File: src/sv/wildcard_pattern_matcher_macros.svh
// Assertion macros for the wildcard pattern matcher.
// Taken in by files that carry concurrent assertions; no other dependencies.
`ifndef WILDCARD_PATTERN_MATCHER_MACROS_SVH
`define WILDCARD_PATTERN_MATCHER_MACROS_SVH

// Same-cycle implication, sampled on the rising clock, off while in reset.
`define WPM_ASSERT_NOW(label, clk, rst_n, ante, cons) \
	label: assert property (@(posedge clk) disable iff (!(rst_n)) (ante) |-> (cons)) \
		else $error("wildcard_pattern_matcher: same-cycle check failed");

// Next-cycle implication, sampled on the rising clock, off while in reset.
`define WPM_ASSERT_NEXT(label, clk, rst_n, ante, cons) \
	label: assert property (@(posedge clk) disable iff (!(rst_n)) (ante) |=> (cons)) \
		else $error("wildcard_pattern_matcher: next-cycle check failed");

`endif

File: src/sv/wpm_pkg.sv
// Shared types, constants and helpers for the wildcard pattern matcher.
// No dependencies; used by wpm_decode, wpm_cell and the top level.
`default_nettype none

package wpm_pkg;

	localparam int PAT_WORDS  = 4;
	localparam int PAT_WORD_W = 64;
	localparam int PAT_BYTES  = 32;
	localparam int CFG_IDX_W  = 3;
	localparam int LEN_W      = 6;

	// Configuration register indexes
	localparam logic [CFG_IDX_W-1:0] REG_PATTERN_WORD_0 = 3'd0;
	localparam logic [CFG_IDX_W-1:0] REG_PATTERN_WORD_1 = 3'd1;
	localparam logic [CFG_IDX_W-1:0] REG_PATTERN_WORD_2 = 3'd2;
	localparam logic [CFG_IDX_W-1:0] REG_PATTERN_WORD_3 = 3'd3;
	localparam logic [CFG_IDX_W-1:0] REG_PATTERN_LENGTH = 3'd4;
	localparam logic [CFG_IDX_W-1:0] REG_EXACT_CASE     = 3'd5;

	// Pattern symbols
	localparam logic [7:0] CHAR_STAR    = 8'h2A;
	localparam logic [7:0] CHAR_DOLLAR  = 8'h24;
	localparam logic [7:0] CHAR_CARET   = 8'h5E;
	localparam logic [7:0] CHAR_UPPER_A = 8'h41;
	localparam logic [7:0] CHAR_UPPER_Z = 8'h5A;
	localparam logic [7:0] CASE_OFFSET  = 8'h20;

	typedef logic [PAT_WORDS-1:0][PAT_WORD_W-1:0] wpm_words_t;

	// One body symbol as seen by a cell
	typedef struct packed {
		logic       used;   // position lies inside the pattern body
		logic       star;   // symbol is a wildcard run
		logic [7:0] lit;    // case-folded literal
	} wpm_sym_t;

	// Anchors stripped from the pattern
	typedef struct packed {
		logic anchor_start;
		logic anchor_end;
	} wpm_anchor_t;

	// Per-cycle control broadcast to the cell row
	typedef struct packed {
		logic text_start;   // this beat opens a new text
		logic advance;      // load the stepped position bit
		logic clear;        // text closes: drop all positions
	} wpm_ctl_t;

	function automatic logic [7:0] wpm_fold(input logic [7:0] c, input logic case_sens);
		if (!case_sens && c >= CHAR_UPPER_A && c <= CHAR_UPPER_Z)
			return c + CASE_OFFSET;
		return c;
	endfunction

endpackage

`default_nettype wire

File: src/sv/wpm_decode.sv
// Pattern decoder: strips the start and end anchors and hands one body
// symbol to each cell. Depends on wpm_pkg.
`default_nettype none

module wpm_decode #(
	parameter int PATTERN_MAX = 32,
	parameter int LW          = 6
) (
	input  wpm_pkg::wpm_words_t  words,
	input  logic [5:0]           pattern_length,
	input  logic                 exact_case,
	output wpm_pkg::wpm_sym_t    sym [PATTERN_MAX],
	output wpm_pkg::wpm_anchor_t anchors,
	output logic [LW-1:0]        body_len
);
	import wpm_pkg::*;

	logic [PAT_BYTES*8-1:0] flat;
	logic [LEN_W-1:0]       len;
	logic [LEN_W-1:0]       body_len_full;
	logic [7:0]             last_byte;
	logic                   a_start;
	logic                   a_end;

	assign flat = words;

	// Clamp the length to the number of cells
	assign len = (pattern_length > LEN_W'(PATTERN_MAX)) ? LEN_W'(PATTERN_MAX) : pattern_length;

	always_comb begin
		last_byte = '0;
		for (int k = 0; k < PATTERN_MAX; k++) begin
			if (len == LEN_W'(k + 1))
				last_byte = flat[8*k +: 8];
		end
	end

	assign a_start = (len != '0) && (flat[7:0] == CHAR_CARET);
	assign a_end   = (len > LEN_W'(a_start)) && (last_byte == CHAR_DOLLAR);

	assign body_len_full = len - LEN_W'(a_start) - LEN_W'(a_end);
	assign body_len      = body_len_full[LW-1:0];
	assign anchors       = '{anchor_start: a_start, anchor_end: a_end};

	for (genvar k = 0; k < PATTERN_MAX; k++) begin : g_sym
		logic [7:0] src;
		if (k + 1 < PAT_BYTES) begin : g_shift
			assign src = a_start ? flat[8*(k+1) +: 8] : flat[8*k +: 8];
		end else begin : g_edge
			// last byte can only be body when there is no start anchor
			assign src = a_start ? 8'h00 : flat[8*k +: 8];
		end
		assign sym[k].used = LEN_W'(k) < body_len_full;
		assign sym[k].star = (src == CHAR_STAR);
		assign sym[k].lit  = wpm_fold(src, exact_case);
	end

endmodule

`default_nettype wire

File: src/sv/wpm_cell.sv
// One position cell of the matcher row: holds one bit of the position
// vector and passes the step and closure carry to its right neighbor.
// Depends on wpm_pkg.
`default_nettype none

module wpm_cell (
	input  logic              clk,
	input  logic              arst_n,
	input  wpm_pkg::wpm_ctl_t ctl,
	input  wpm_pkg::wpm_sym_t sym,
	input  logic [7:0]        fchar,
	input  logic              carry_in,
	input  logic              init_in,
	output logic              carry_out,
	output logic              init_out,
	output logic              pos_now,
	output logic              pos_next
);
	import wpm_pkg::*;

	logic pos_q;
	logic hit;

	assign pos_now  = ctl.text_start ? init_in : pos_q;
	assign hit      = pos_now & sym.used;

	// A star holds its own position; a literal that matches moves right.
	// A set star position also reaches the next one in the same cycle.
	assign pos_next  = (hit & sym.star) | carry_in;
	assign carry_out = (hit & ~sym.star & (sym.lit == fchar)) |
	                   (pos_next & sym.used & sym.star);
	assign init_out  = init_in & sym.used & sym.star;

	always_ff @(posedge clk or negedge arst_n) begin
		if (!arst_n) begin
			pos_q <= 1'b0;
		end else if (ctl.clear) begin
			pos_q <= 1'b0;
		end else if (ctl.advance) begin
			pos_q <= pos_next;
		end
	end

endmodule

`default_nettype wire

File: src/sv/wildcard_pattern_matcher.sv
// Wildcard pattern matcher top level: configuration registers, the cell row,
// the tail position, verdict logic and the output register.
// Depends on wpm_pkg, wpm_decode, wpm_cell and wildcard_pattern_matcher_macros.svh.
//
//   channel   direction  payload                                   handshake
//   s_*       in         tdata=text_char, tuser=char_present,      tvalid/tready
//                        tlast=end_of_text
//   m_*       out        tdata[0]=matched, one beat per text       tvalid/tready
//   cfg_*     in         index 0..5, data 64 bits                  cfg_we only
//
// One beat per clock unless stalled: the cell row steps the position vector and
// closes star runs in the same cycle, so the carry ripple through PATTERN_MAX cells
// sets the clock period. The verdict appears on m_tdata in the cycle after the
// tlast beat. Reset clears positions, configuration and the output register. While
// a verdict waits and m_tready is low, s_tready drops and every input beat stalls.
`default_nettype none
`include "wildcard_pattern_matcher_macros.svh"

module wildcard_pattern_matcher #(
	parameter int PATTERN_MAX = 32
) (
	input  logic        clk,
	input  logic        arst_n,
	// configuration write port
	input  logic        cfg_we,
	input  logic [2:0]  cfg_index,
	input  logic [63:0] cfg_data,
	// text stream
	input  logic        s_tvalid,
	output logic        s_tready,
	input  logic [7:0]  s_tdata,   // [7:0] text_char
	input  logic        s_tuser,   // [0] char_present
	input  logic        s_tlast,   // end_of_text
	// verdict stream
	output logic        m_tvalid,
	input  logic        m_tready,
	output logic [7:0]  m_tdata    // [0] matched, [7:1] zero
);
	import wpm_pkg::*;

	localparam int LW = $clog2(PATTERN_MAX + 1);

	// Configuration registers
	wpm_words_t       words_q;
	logic [LEN_W-1:0] pattern_length_q;
	logic             exact_case_q;

	always_ff @(posedge clk or negedge arst_n) begin
		if (!arst_n) begin
			words_q          <= '0;
			pattern_length_q <= '0;
			exact_case_q     <= 1'b1;
		end else if (cfg_we) begin
			unique case (cfg_index)
				REG_PATTERN_WORD_0: words_q[0]       <= cfg_data;
				REG_PATTERN_WORD_1: words_q[1]       <= cfg_data;
				REG_PATTERN_WORD_2: words_q[2]       <= cfg_data;
				REG_PATTERN_WORD_3: words_q[3]       <= cfg_data;
				REG_PATTERN_LENGTH: pattern_length_q <= cfg_data[LEN_W-1:0];
				REG_EXACT_CASE:     exact_case_q     <= cfg_data[0];
				default: ;  // unmapped index: drop the write
			endcase
		end
	end

	// Pattern decode
	wpm_sym_t      sym [PATTERN_MAX];
	wpm_anchor_t   anchors;
	logic [LW-1:0] body_len;

	wpm_decode #(
		.PATTERN_MAX (PATTERN_MAX),
		.LW          (LW)
	) u_decode (
		.words          (words_q),
		.pattern_length (pattern_length_q),
		.exact_case     (exact_case_q),
		.sym            (sym),
		.anchors        (anchors),
		.body_len       (body_len)
	);

	// Handshake and per-beat control
	logic     m_tvalid_q;
	logic     matched_q;
	logic     text_start_q;
	logic     match_seen_q;
	logic     tail_q;
	logic     take;
	logic     step;
	logic     close;
	wpm_ctl_t ctl;

	assign s_tready = ~m_tvalid_q | m_tready;
	assign take     = s_tvalid & s_tready;
	// A beat with no character that does not close the text changes nothing
	assign step     = take & (s_tuser | s_tlast);
	assign close    = step & s_tlast;

	assign ctl = '{text_start: text_start_q,
	               advance:    step & s_tuser & ~s_tlast,
	               clear:      close};

	// Cell row
	logic [7:0]             fchar;
	logic [PATTERN_MAX:0]   carry;
	logic [PATTERN_MAX:0]   init;
	logic [PATTERN_MAX:0]   pos_now;
	logic [PATTERN_MAX:0]   pos_next;

	assign fchar    = wpm_fold(s_tdata, exact_case_q);
	// Without a start anchor, position zero is re-entered on every character
	assign carry[0] = ~anchors.anchor_start;
	assign init[0]  = 1'b1;

	for (genvar k = 0; k < PATTERN_MAX; k++) begin : g_cell
		wpm_cell u_cell (
			.clk       (clk),
			.arst_n    (arst_n),
			.ctl       (ctl),
			.sym       (sym[k]),
			.fchar     (fchar),
			.carry_in  (carry[k]),
			.init_in   (init[k]),
			.carry_out (carry[k+1]),
			.init_out  (init[k+1]),
			.pos_now   (pos_now[k]),
			.pos_next  (pos_next[k])
		);
	end

	// Tail position, reached only when the body is full length
	assign pos_now[PATTERN_MAX]  = text_start_q ? init[PATTERN_MAX] : tail_q;
	assign pos_next[PATTERN_MAX] = carry[PATTERN_MAX];

	// Verdict: with an end anchor the final position must hold at the close,
	// otherwise the body must have been completed at any point of the text
	logic seen_base;
	logic seen_after;
	logic full_now;
	logic full_next;
	logic matched_d;

	assign full_now   = pos_now[body_len];
	assign full_next  = pos_next[body_len];
	assign seen_base  = (~text_start_q & match_seen_q) | (~anchors.anchor_end & full_now);
	assign seen_after = seen_base | (s_tuser & ~anchors.anchor_end & full_next);
	assign matched_d  = anchors.anchor_end ? (s_tuser ? full_next : full_now) : seen_after;

	always_ff @(posedge clk or negedge arst_n) begin
		if (!arst_n) begin
			text_start_q <= 1'b1;
			match_seen_q <= 1'b0;
			tail_q       <= 1'b0;
		end else if (close) begin
			text_start_q <= 1'b1;
			match_seen_q <= 1'b0;
			tail_q       <= 1'b0;
		end else if (ctl.advance) begin
			text_start_q <= 1'b0;
			match_seen_q <= seen_after;
			tail_q       <= pos_next[PATTERN_MAX];
		end
	end

	// Output register: load on a closing beat, drop when taken
	always_ff @(posedge clk or negedge arst_n) begin
		if (!arst_n) begin
			m_tvalid_q <= 1'b0;
		end else if (close) begin
			m_tvalid_q <= 1'b1;
		end else if (m_tready) begin
			m_tvalid_q <= 1'b0;
		end
	end

	always_ff @(posedge clk or negedge arst_n) begin
		if (!arst_n) begin
			matched_q <= 1'b0;
		end else if (close) begin
			matched_q <= matched_d;
		end
	end

	assign m_tvalid = m_tvalid_q;
	assign m_tdata  = {7'b0, matched_q};

	// Checks
	`WPM_ASSERT_NEXT(a_close_gives_verdict, clk, arst_n, close, m_tvalid)
	`WPM_ASSERT_NEXT(a_close_rearms, clk, arst_n, close, text_start_q && (pos_now == init) && !tail_q)
	`WPM_ASSERT_NOW(a_stall_only_on_full_output, clk, arst_n, !s_tready, m_tvalid_q && !m_tready)

endmodule

`default_nettype wire
File: config.mk
export PLATFORM = sky130hd
export DESIGN_NAME = wildcard_pattern_matcher
export DESIGN_NICKNAME = d
export VERILOG_FILES = /design/src/sv/wpm_pkg.sv /design/src/sv/wpm_decode.sv /design/src/sv/wpm_cell.sv /design/src/sv/wildcard_pattern_matcher.sv
export VERILOG_INCLUDE_DIRS = /design/src /design/src/sv
export SDC_FILE = /design/constraint.sdc
export NUM_CORES = 1
export LEC_CHECK = 0
export BUFFER_PORTS_ARGS = -buffer_cell sky130_fd_sc_hd__buf_4
export CORE_UTILIZATION = 31
export CTS_CLUSTER_DIAMETER = 30
export DETAILED_ROUTE_END_ITERATION = 10
export PLACE_DENSITY = 0.5
export SLEW_MARGIN = 15
export SYNTH_ARGS = -nofsm -noshare
export SYNTH_HDL_FRONTEND = slang
export SYNTH_HIERARCHICAL = 1
export SYNTH_SLANG_ARGS = --single-unit
File: constraint.sdc
create_clock -name clk -period 16.7 [get_ports clk]
set_clock_uncertainty 0.15 [all_clocks]
set_input_delay 0.835 -clock clk [delete_from_list [all_inputs] [get_ports clk]]
set_output_delay 0.835 -clock clk [all_outputs]
set_load 0.1 [all_outputs]
==> summary.txt, run 1 <==
Worst setup path
  • Slowest CP cell: or4_1
  • R2r startpoint: pattern_length_q[0]$_DFFE_PN0P_
  • Critical Path RT: 17070 ps
  • R2R setup slack: 530 ps
  • CP Max Fanout: 51
  • Worst r2r path cells: 91
  • Worst R2R End: match_seen_q$_DFFE_PN0P_
  • CP Class: reg2reg
  • CP Launch Type: flop
  • CP startpoint: pattern_length_q[0]$_DFFE_PN0P_
  • Crit end category: flop
  • CP arrival: 16540 ps
  • CP max stage delay: 480 ps

Place
  • Post-placement cell count: 4083
  • DP Wirelength: 99700 um
  • I/O Buffers: 84
  • Final GP Congestion: 1.06

Detailed routing
  • Drt first pass iters: 5
  • Vias: 24800
  • Drt via density: 5.83
  • DRT iter0 DRCs: 2605
  • DRC: 0
  • Final WL: 130000 um
  • WL/cell: 30.5 um
  • Antenna Nets Post-Route: 0

Synthesis
  • Yosys top cell area share: 28.3%
  • Sequential share of the synthesized area: 28.5%
  • Post-synthesis async set-or-reset flop share: 100%
  • Synth warn: 6
  • Number of synthesized flops with an enable pin: 0
  • Synthesized area: 26300 um2
  • Area contributors post-synth: dfrtp_1, mux2_2, xnor2_1
  • Post-synth cell types: 82
  • Cell count after synthesis: 2844
  • Flops & latches, synth: 300
  • Area leader, netlist: dfrtp_1
  • Syn_area_per_cell: 9.25 um2
  • Synth Flop Type: dfrtp_1

Die
  • Starting Density: 31.4%
  • Die W: 293 um
  • Row count: 106
  • Die area: 86000 um2
  • Die Y: 293 um
  • Core region area: 83800 um2
  • IO Pins: 92

Power and ir drop
  • Leakage: 13.9 nW
  • Pwr per Cell Area: 142 nW/um2
  • VDD IR-drop max: 0.000101 V
  • Total power: 0.00459 W

GRT
  • Initial antenna violation count: 4
  • GR Overflow Total: 0
  • Largest net degree at the start of global routing: 142
  • GRT Util Overall: 29.6%
  • Vias in the first global route: 23000
  • First-pass GRT wire length: 180000 um

STA
  • Tmin final: 16170 ps
  • Min Hold Slack: 18.3 ps
  • Final Max Tran Viols: 0
  • Final period util: 96.8%
  • Fmax: 0.0618 GHz
  • RSZ-0062 raised after global routing: true
  • Final Hold Fails: 0
  • Max_slew headroom: 24.4%
  • Worst-Margin Slew: 1120 ps
  • Final setup violation count: 0

Finish
  • Total Nets Final: 3171
  • Commonest non-fill, non-tap cell in the layout: mux2_2
  • Most frequent cells in the layout: mux2_2, dfrtp_1, nand2_1
  • Inserted Diodes: 0
  • Layout fillers: 8500
  • Layout Cells excl Fill: 4249
  • Utilization of the core after routing: 38.5%
  • Layout cells sized above 1: 28.3%
  • Area grow syn2layout: 22.7%

Clock tree
  • Sink Count: 300
  • TritonCTS clock tree: built
  • Clock Root Buffer: clkbuf_16
  • CTS max path bufs: 3
  • Worst-skew pair later-pin latency: 650 ps
  • Worst-path clk slew: 40 ps
  • H-tree level count: 3
  • Num CTS Buffers: 78

Run
  • Max cap viols: 0

Min path
  • Min-delay worst type: in2async

Run status
  • Status: complete, no violations
## how the worst max path moves through the flow
stage / endpoint / slack (ps)
2_1_floorplan: match_seen_q$_DFFE_PN0P_ / 10
3_3_place_gp: match_seen_q$_DFFE_PN0P_ / 280
3_5_place_dp: match_seen_q$_DFFE_PN0P_ / -130
4_1_cts: match_seen_q$_DFFE_PN0P_ / 60
5_1_grt: match_seen_q$_DFFE_PN0P_ / -600
6_report: match_seen_q$_DFFE_PN0P_ / 530
## state kept, by name (all words and copies together) (netlist names)
signal and count:
exact_case_q 1, g_cell.u_cell/pos_q 32, m_tvalid 1, match_seen_q 1, matched_q 1, pattern_length_q 6
tail_q 1, text_start_q 1, words_q 256
## critical path: cells and delay by family, from the launching register on
kind,cells,cell delay (ps)
muxes,3,1100
buffers and inverters,6,930
and+or+nand+nor,12,1980
adders and majority gates,2,440
AOI/OAI and AO/OA,68,11030
DFF,1,410
## cells in the mapped netlist, types with 12 or more instances
cell / count
mux2i_1: 191
buf_4: 20
nor4_1: 15
ha_1: 35
nor2b_1: 14
o21ai_0: 102
nand2b_1: 31
clkbuf_1: 47
a211oi_1: 13
nor3_1: 66
nand3b_1: 39
o21a_1: 13
a211oi_2: 32
nor2_1: 110
and2_1: 12
o31ai_1: 49
buf_6: 12
mux2_2: 306
inv_1: 227
nand3_1: 48
xnor2_1: 257
o211ai_1: 40
nand4_1: 83
and3_1: 38
mux2_4: 32
o22ai_1: 20
a21oi_1: 95
dfrtp_1: 298
a31oi_1: 25
buf_2: 44
nand2_1: 294
a21o_1: 19
a22oi_1: 12
a31oi_4: 32
## stage by stage
stage	worst slack (ps)	instance area (um2)	TNS (ps)
5_1_grt	-600	32300	-1130
2_1_floorplan	14.6	26400	0
3_5_place_dp	-128	28900	-128
3_3_place_gp	284	28900	0
6_report	529	32300	0
4_1_cts	57.7	31800	0
## cell families (layout without fill, tap and decap cells)
| logic type | Yosys count | count (layout) | synth area share, % |
|---|---|---|---|
| buffers and inverters | 361 | 625 | 6.06 |
| AO/OA/AOI/OAI | 514 | 514 | 15.2 |
| adder cells (fa/ha/maj) | 36 | 36 | 1.74 |
| flip-flops | 300 | 300 | 28.5 |
| AND/OR/NAND/NOR | 826 | 826 | 15.9 |
| other | 2 | 9 | 0.0285 |
| multiplexers | 548 | 548 | 24.0 |
| XOR/XNOR | 257 | 257 | 8.56 |
## what timing repair did
action                     4_1_cts  5_1_grt
setup buffers                    1       23
pin swaps                        1       48
hold buffers                     0        0
gates resized for setup          3       69
setup endpoints to repair        2        4
## routing by layer
| layer | GRT usage, % | routed length [um] | part of all wire (%) | vias up |
|---|---|---|---|---|
| li1 | - | - | - | 10700 |
| met1 | 39.7 | 54100 | 42 | 12300 |
| met2 | 43.2 | 54600 | 42 | 1375 |
| met3 | 6.87 | 12300 | 9.5 | 378 |
| met4 | 17.1 | 8590 | 6.6 | 4 |
| met5 | 0 | 25 | 0.019 | - |
## layout make-up
type                            instances  area, um2  area share (%)
Multi-Input combinational cell       2190      17700            54.7
Sequential cell                       300       7520            23.3
Clock buffer                          100       2090            6.49
Timing Repair Buffer                  253       2000            6.20
Tap cell                             1134       1420            4.39
Inverter                              230        868            2.69
Clock inverter                         42        712            2.21
## report_power, final
group	total, W	leakage, nW	switching, W	internal [W]
Sequential	0.00125	3.63	0.000374	0.000880
Combinational	0.00173	8.94	0.00106	0.000671
Clock	0.00161	1.33	0.000527	0.00108
Power figures use the tool's default switching activity.
==> run 2, diff against run 1 <==
Settings changed: CELL_PAD_IN_SITES_DETAIL_PLACEMENT from default to 1, CELL_PAD_IN_SITES_GLOBAL_PLACEMENT from default to 1, PLACE_DENSITY 0.5 to 0.6.
==> summary.txt, run 2 (synthesized netlist as in run 1, its figures left out) <==
Detailed routing
  • DRT iter0 DRCs: 2646 (was 2605)
  • Antenna Nets Post-Route: 0 (unchanged)
  • WL/cell: 35.3 um (was 30.5 um)
  • Drt first pass iters: 6 (was 5)
  • Final WL: 152000 um (was 130000 um)
  • DRC: 0 (unchanged)
  • Vias: 25900 (was 24800)
  • Drt via density: 6.01 (was 5.83)

Die
  • IO Pins: 92 (unchanged)
  • Die area: 86000 um2 (unchanged)
  • Starting Density: 31.4% (unchanged)
  • Die W: 293 um (unchanged)
  • Die Y: 293 um (unchanged)
  • Row count: 106 (unchanged)
  • Core region area: 83800 um2 (unchanged)

STA
  • Setup_tns: 0 ps (unchanged)
  • Final setup violation count: 0 (unchanged)
  • Min Hold Slack: 92.0 ps (was 18.3 ps)
  • Final Max Tran Viols: 0 (unchanged)
  • RSZ-0062 raised after global routing: true (unchanged)
  • Worst-Margin Slew: 1160 ps (was 1120 ps)
  • Tmin final: 16670 ps (was 16170 ps)
  • Max_slew headroom: 22.3% (was 24.4%)
  • Final period util: 99.8% (was 96.8%)
  • Fmax: 0.0600 GHz (was 0.0618 GHz)
  • Final Hold Fails: 0 (unchanged)

Place
  • Post-placement cell count: 4135 (was 4083)
  • Final GP Congestion: 1.04 (was 1.06)
  • DP Wirelength: 118000 um (was 99700 um)
  • I/O Buffers: 84 (unchanged)

Finish
  • Total Nets Final: 3224 (was 3171)
  • Layout cells sized above 1: 29.9% (was 28.3%)
  • Max reg flops: 256 (unchanged)
  • Commonest non-fill, non-tap cell in the layout: mux2_2 (unchanged)
  • Most frequent cells in the layout: mux2_2, dfrtp_1, buf_4 (was mux2_2, dfrtp_1, nand2_1)
  • Top flop regs: words_q: 256 flops, g_cell.u_cell/pos_q: 32 flops, pattern_length_q: 6 flops (unchanged)
  • Area grow syn2layout: 25.1% (was 22.7%)
  • Layout Cells excl Fill: 4305 (was 4249)
  • Biggest register: words_q (unchanged)

Clock tree
  • H-tree level count: 3 (unchanged)
  • Worst-skew pair later-pin latency: 650 ps (about the same)
  • Num CTS Buffers: 80 (was 78)
  • Sink Count: 300 (unchanged)
  • Worst-path clk slew: 40 ps (about the same)
  • CTS max path bufs: 3 (unchanged)
  • TritonCTS clock tree: built (unchanged)
  • Hold-fix buffers, CTS: 0 (unchanged)
  • Clock Root Buffer: clkbuf_16 (unchanged)

Power and ir drop
  • VDD IR-drop max: 0.0000904 V (was 0.000101 V)
  • Leakage: 14.3 nW (was 13.9 nW)
  • Pwr per Cell Area: 148 nW/um2 (was 142 nW/um2)
  • Total power: 0.00487 W (was 0.00459 W)

GRT
  • GR Overflow Total: 0 (unchanged)
  • Initial antenna violation count: 6 (was 4)
  • First-pass GRT wire length: 210000 um (was 180000 um)
  • Largest net degree at the start of global routing: 160 (was 142)
  • GRT Util Overall: 34.9% (was 29.6%)
  • Vias in the first global route: 26200 (was 23000)

Worst setup path
  • Slowest CP cell: mux4_2 (was or4_1)
  • CP Max Fanout: 40 (was 51)
  • Critical Path RT: 17000 ps (was 17070 ps)
  • CP max stage delay: 470 ps (was 480 ps)
  • Worst r2r path cells: 94 (was 91)
  • CP Class: reg2reg (unchanged)
  • CP Launch Type: flop (unchanged)
  • CP arrival: 16970 ps (was 16540 ps)
  • Crit end category: flop (unchanged)
  • Most Frequent Cell on Critical Path: o211ai_1

Run
  • Max cap viols: 0 (unchanged)

Min path
  • Min-delay worst type: in2async (unchanged)

Run status
  • Status: complete, no violations (unchanged)
[run 2: worst paths after layout]
check                           slack, ps                             from                  endpoint
worst max-delay path                   30  pattern_length_q[0]$_DFFE_PN0P_     matched_q$_DFFE_PN0P_
worst min register to register        360               tail_q$_DFFE_PN0P_        tail_q$_DFFE_PN0P_
worst max register to register         30  pattern_length_q[0]$_DFFE_PN0P_     matched_q$_DFFE_PN0P_
worst min-delay path                   90                           arst_n      m_tvalid$_DFFE_PN0P_
max in group asynchronous           14750                           arst_n  words_q[196]$_DFFE_PN0P_
min in group clk                      310                     cfg_data[41]   words_q[41]$_DFFE_PN0P_
[run 2: metrics by stage]
stage / util [%] / area [um2] / setup slack, ps
after detailed placement: 35.0 / 29300 / -212
after global routing: 39.3 / 32900 / -1290
after floorplan: - / 26400 / 14.6
final: 39.3 / 32900 / 29.4
after global placement: 35.0 / 29300 / 492
after CTS: 38.7 / 32500 / 10.5
[run 2: area by class of cell]
cell class              instances  area [um2]
fillers                      9562       50900
multi-input cells            2190       17700
flip-flops and latches        300        7520
repair buffers                304        2380
clock buffers                 107        2300
well taps                    1134        1420
inverters                     230         868
clock inverters                39         732
diodes                          1        2.50
[run 2: repair_timing]
action | CTS | global route
gates resized for setup | 19 | 57
endpoints found under the hold margin | 0 | 0
setup buffers | 2 | 21
pin swaps | 10 | 51
setup endpoints to repair | 2 | 5
[run 2: where the power goes]
group,switching (W),internal (W),total [W]
clock,0.000528,0.00120,0.00173
sequential,0.000365,0.000880,0.00124
combinational,0.00119,0.000701,0.00190
[run 2: critical path: cells and delay by family, from the launching register on]
family	cells	cell delay, ps
AOI/OAI and AO/OA	70	11750
buffers and inverters	11	1610
and+or+nand+nor	10	1340
muxes	2	740
DFF	1	450
adders and majority gates	1	400
[run 2: per-layer routing]
layer	vias to the layer above	track usage [%]	wire (um)
met5	-	0.681	98
met4	4	19.6	9900
met3	361	6.52	11200
met2	1185	52.5	65600
met1	13500	46.8	65100
li1	10800	-	-
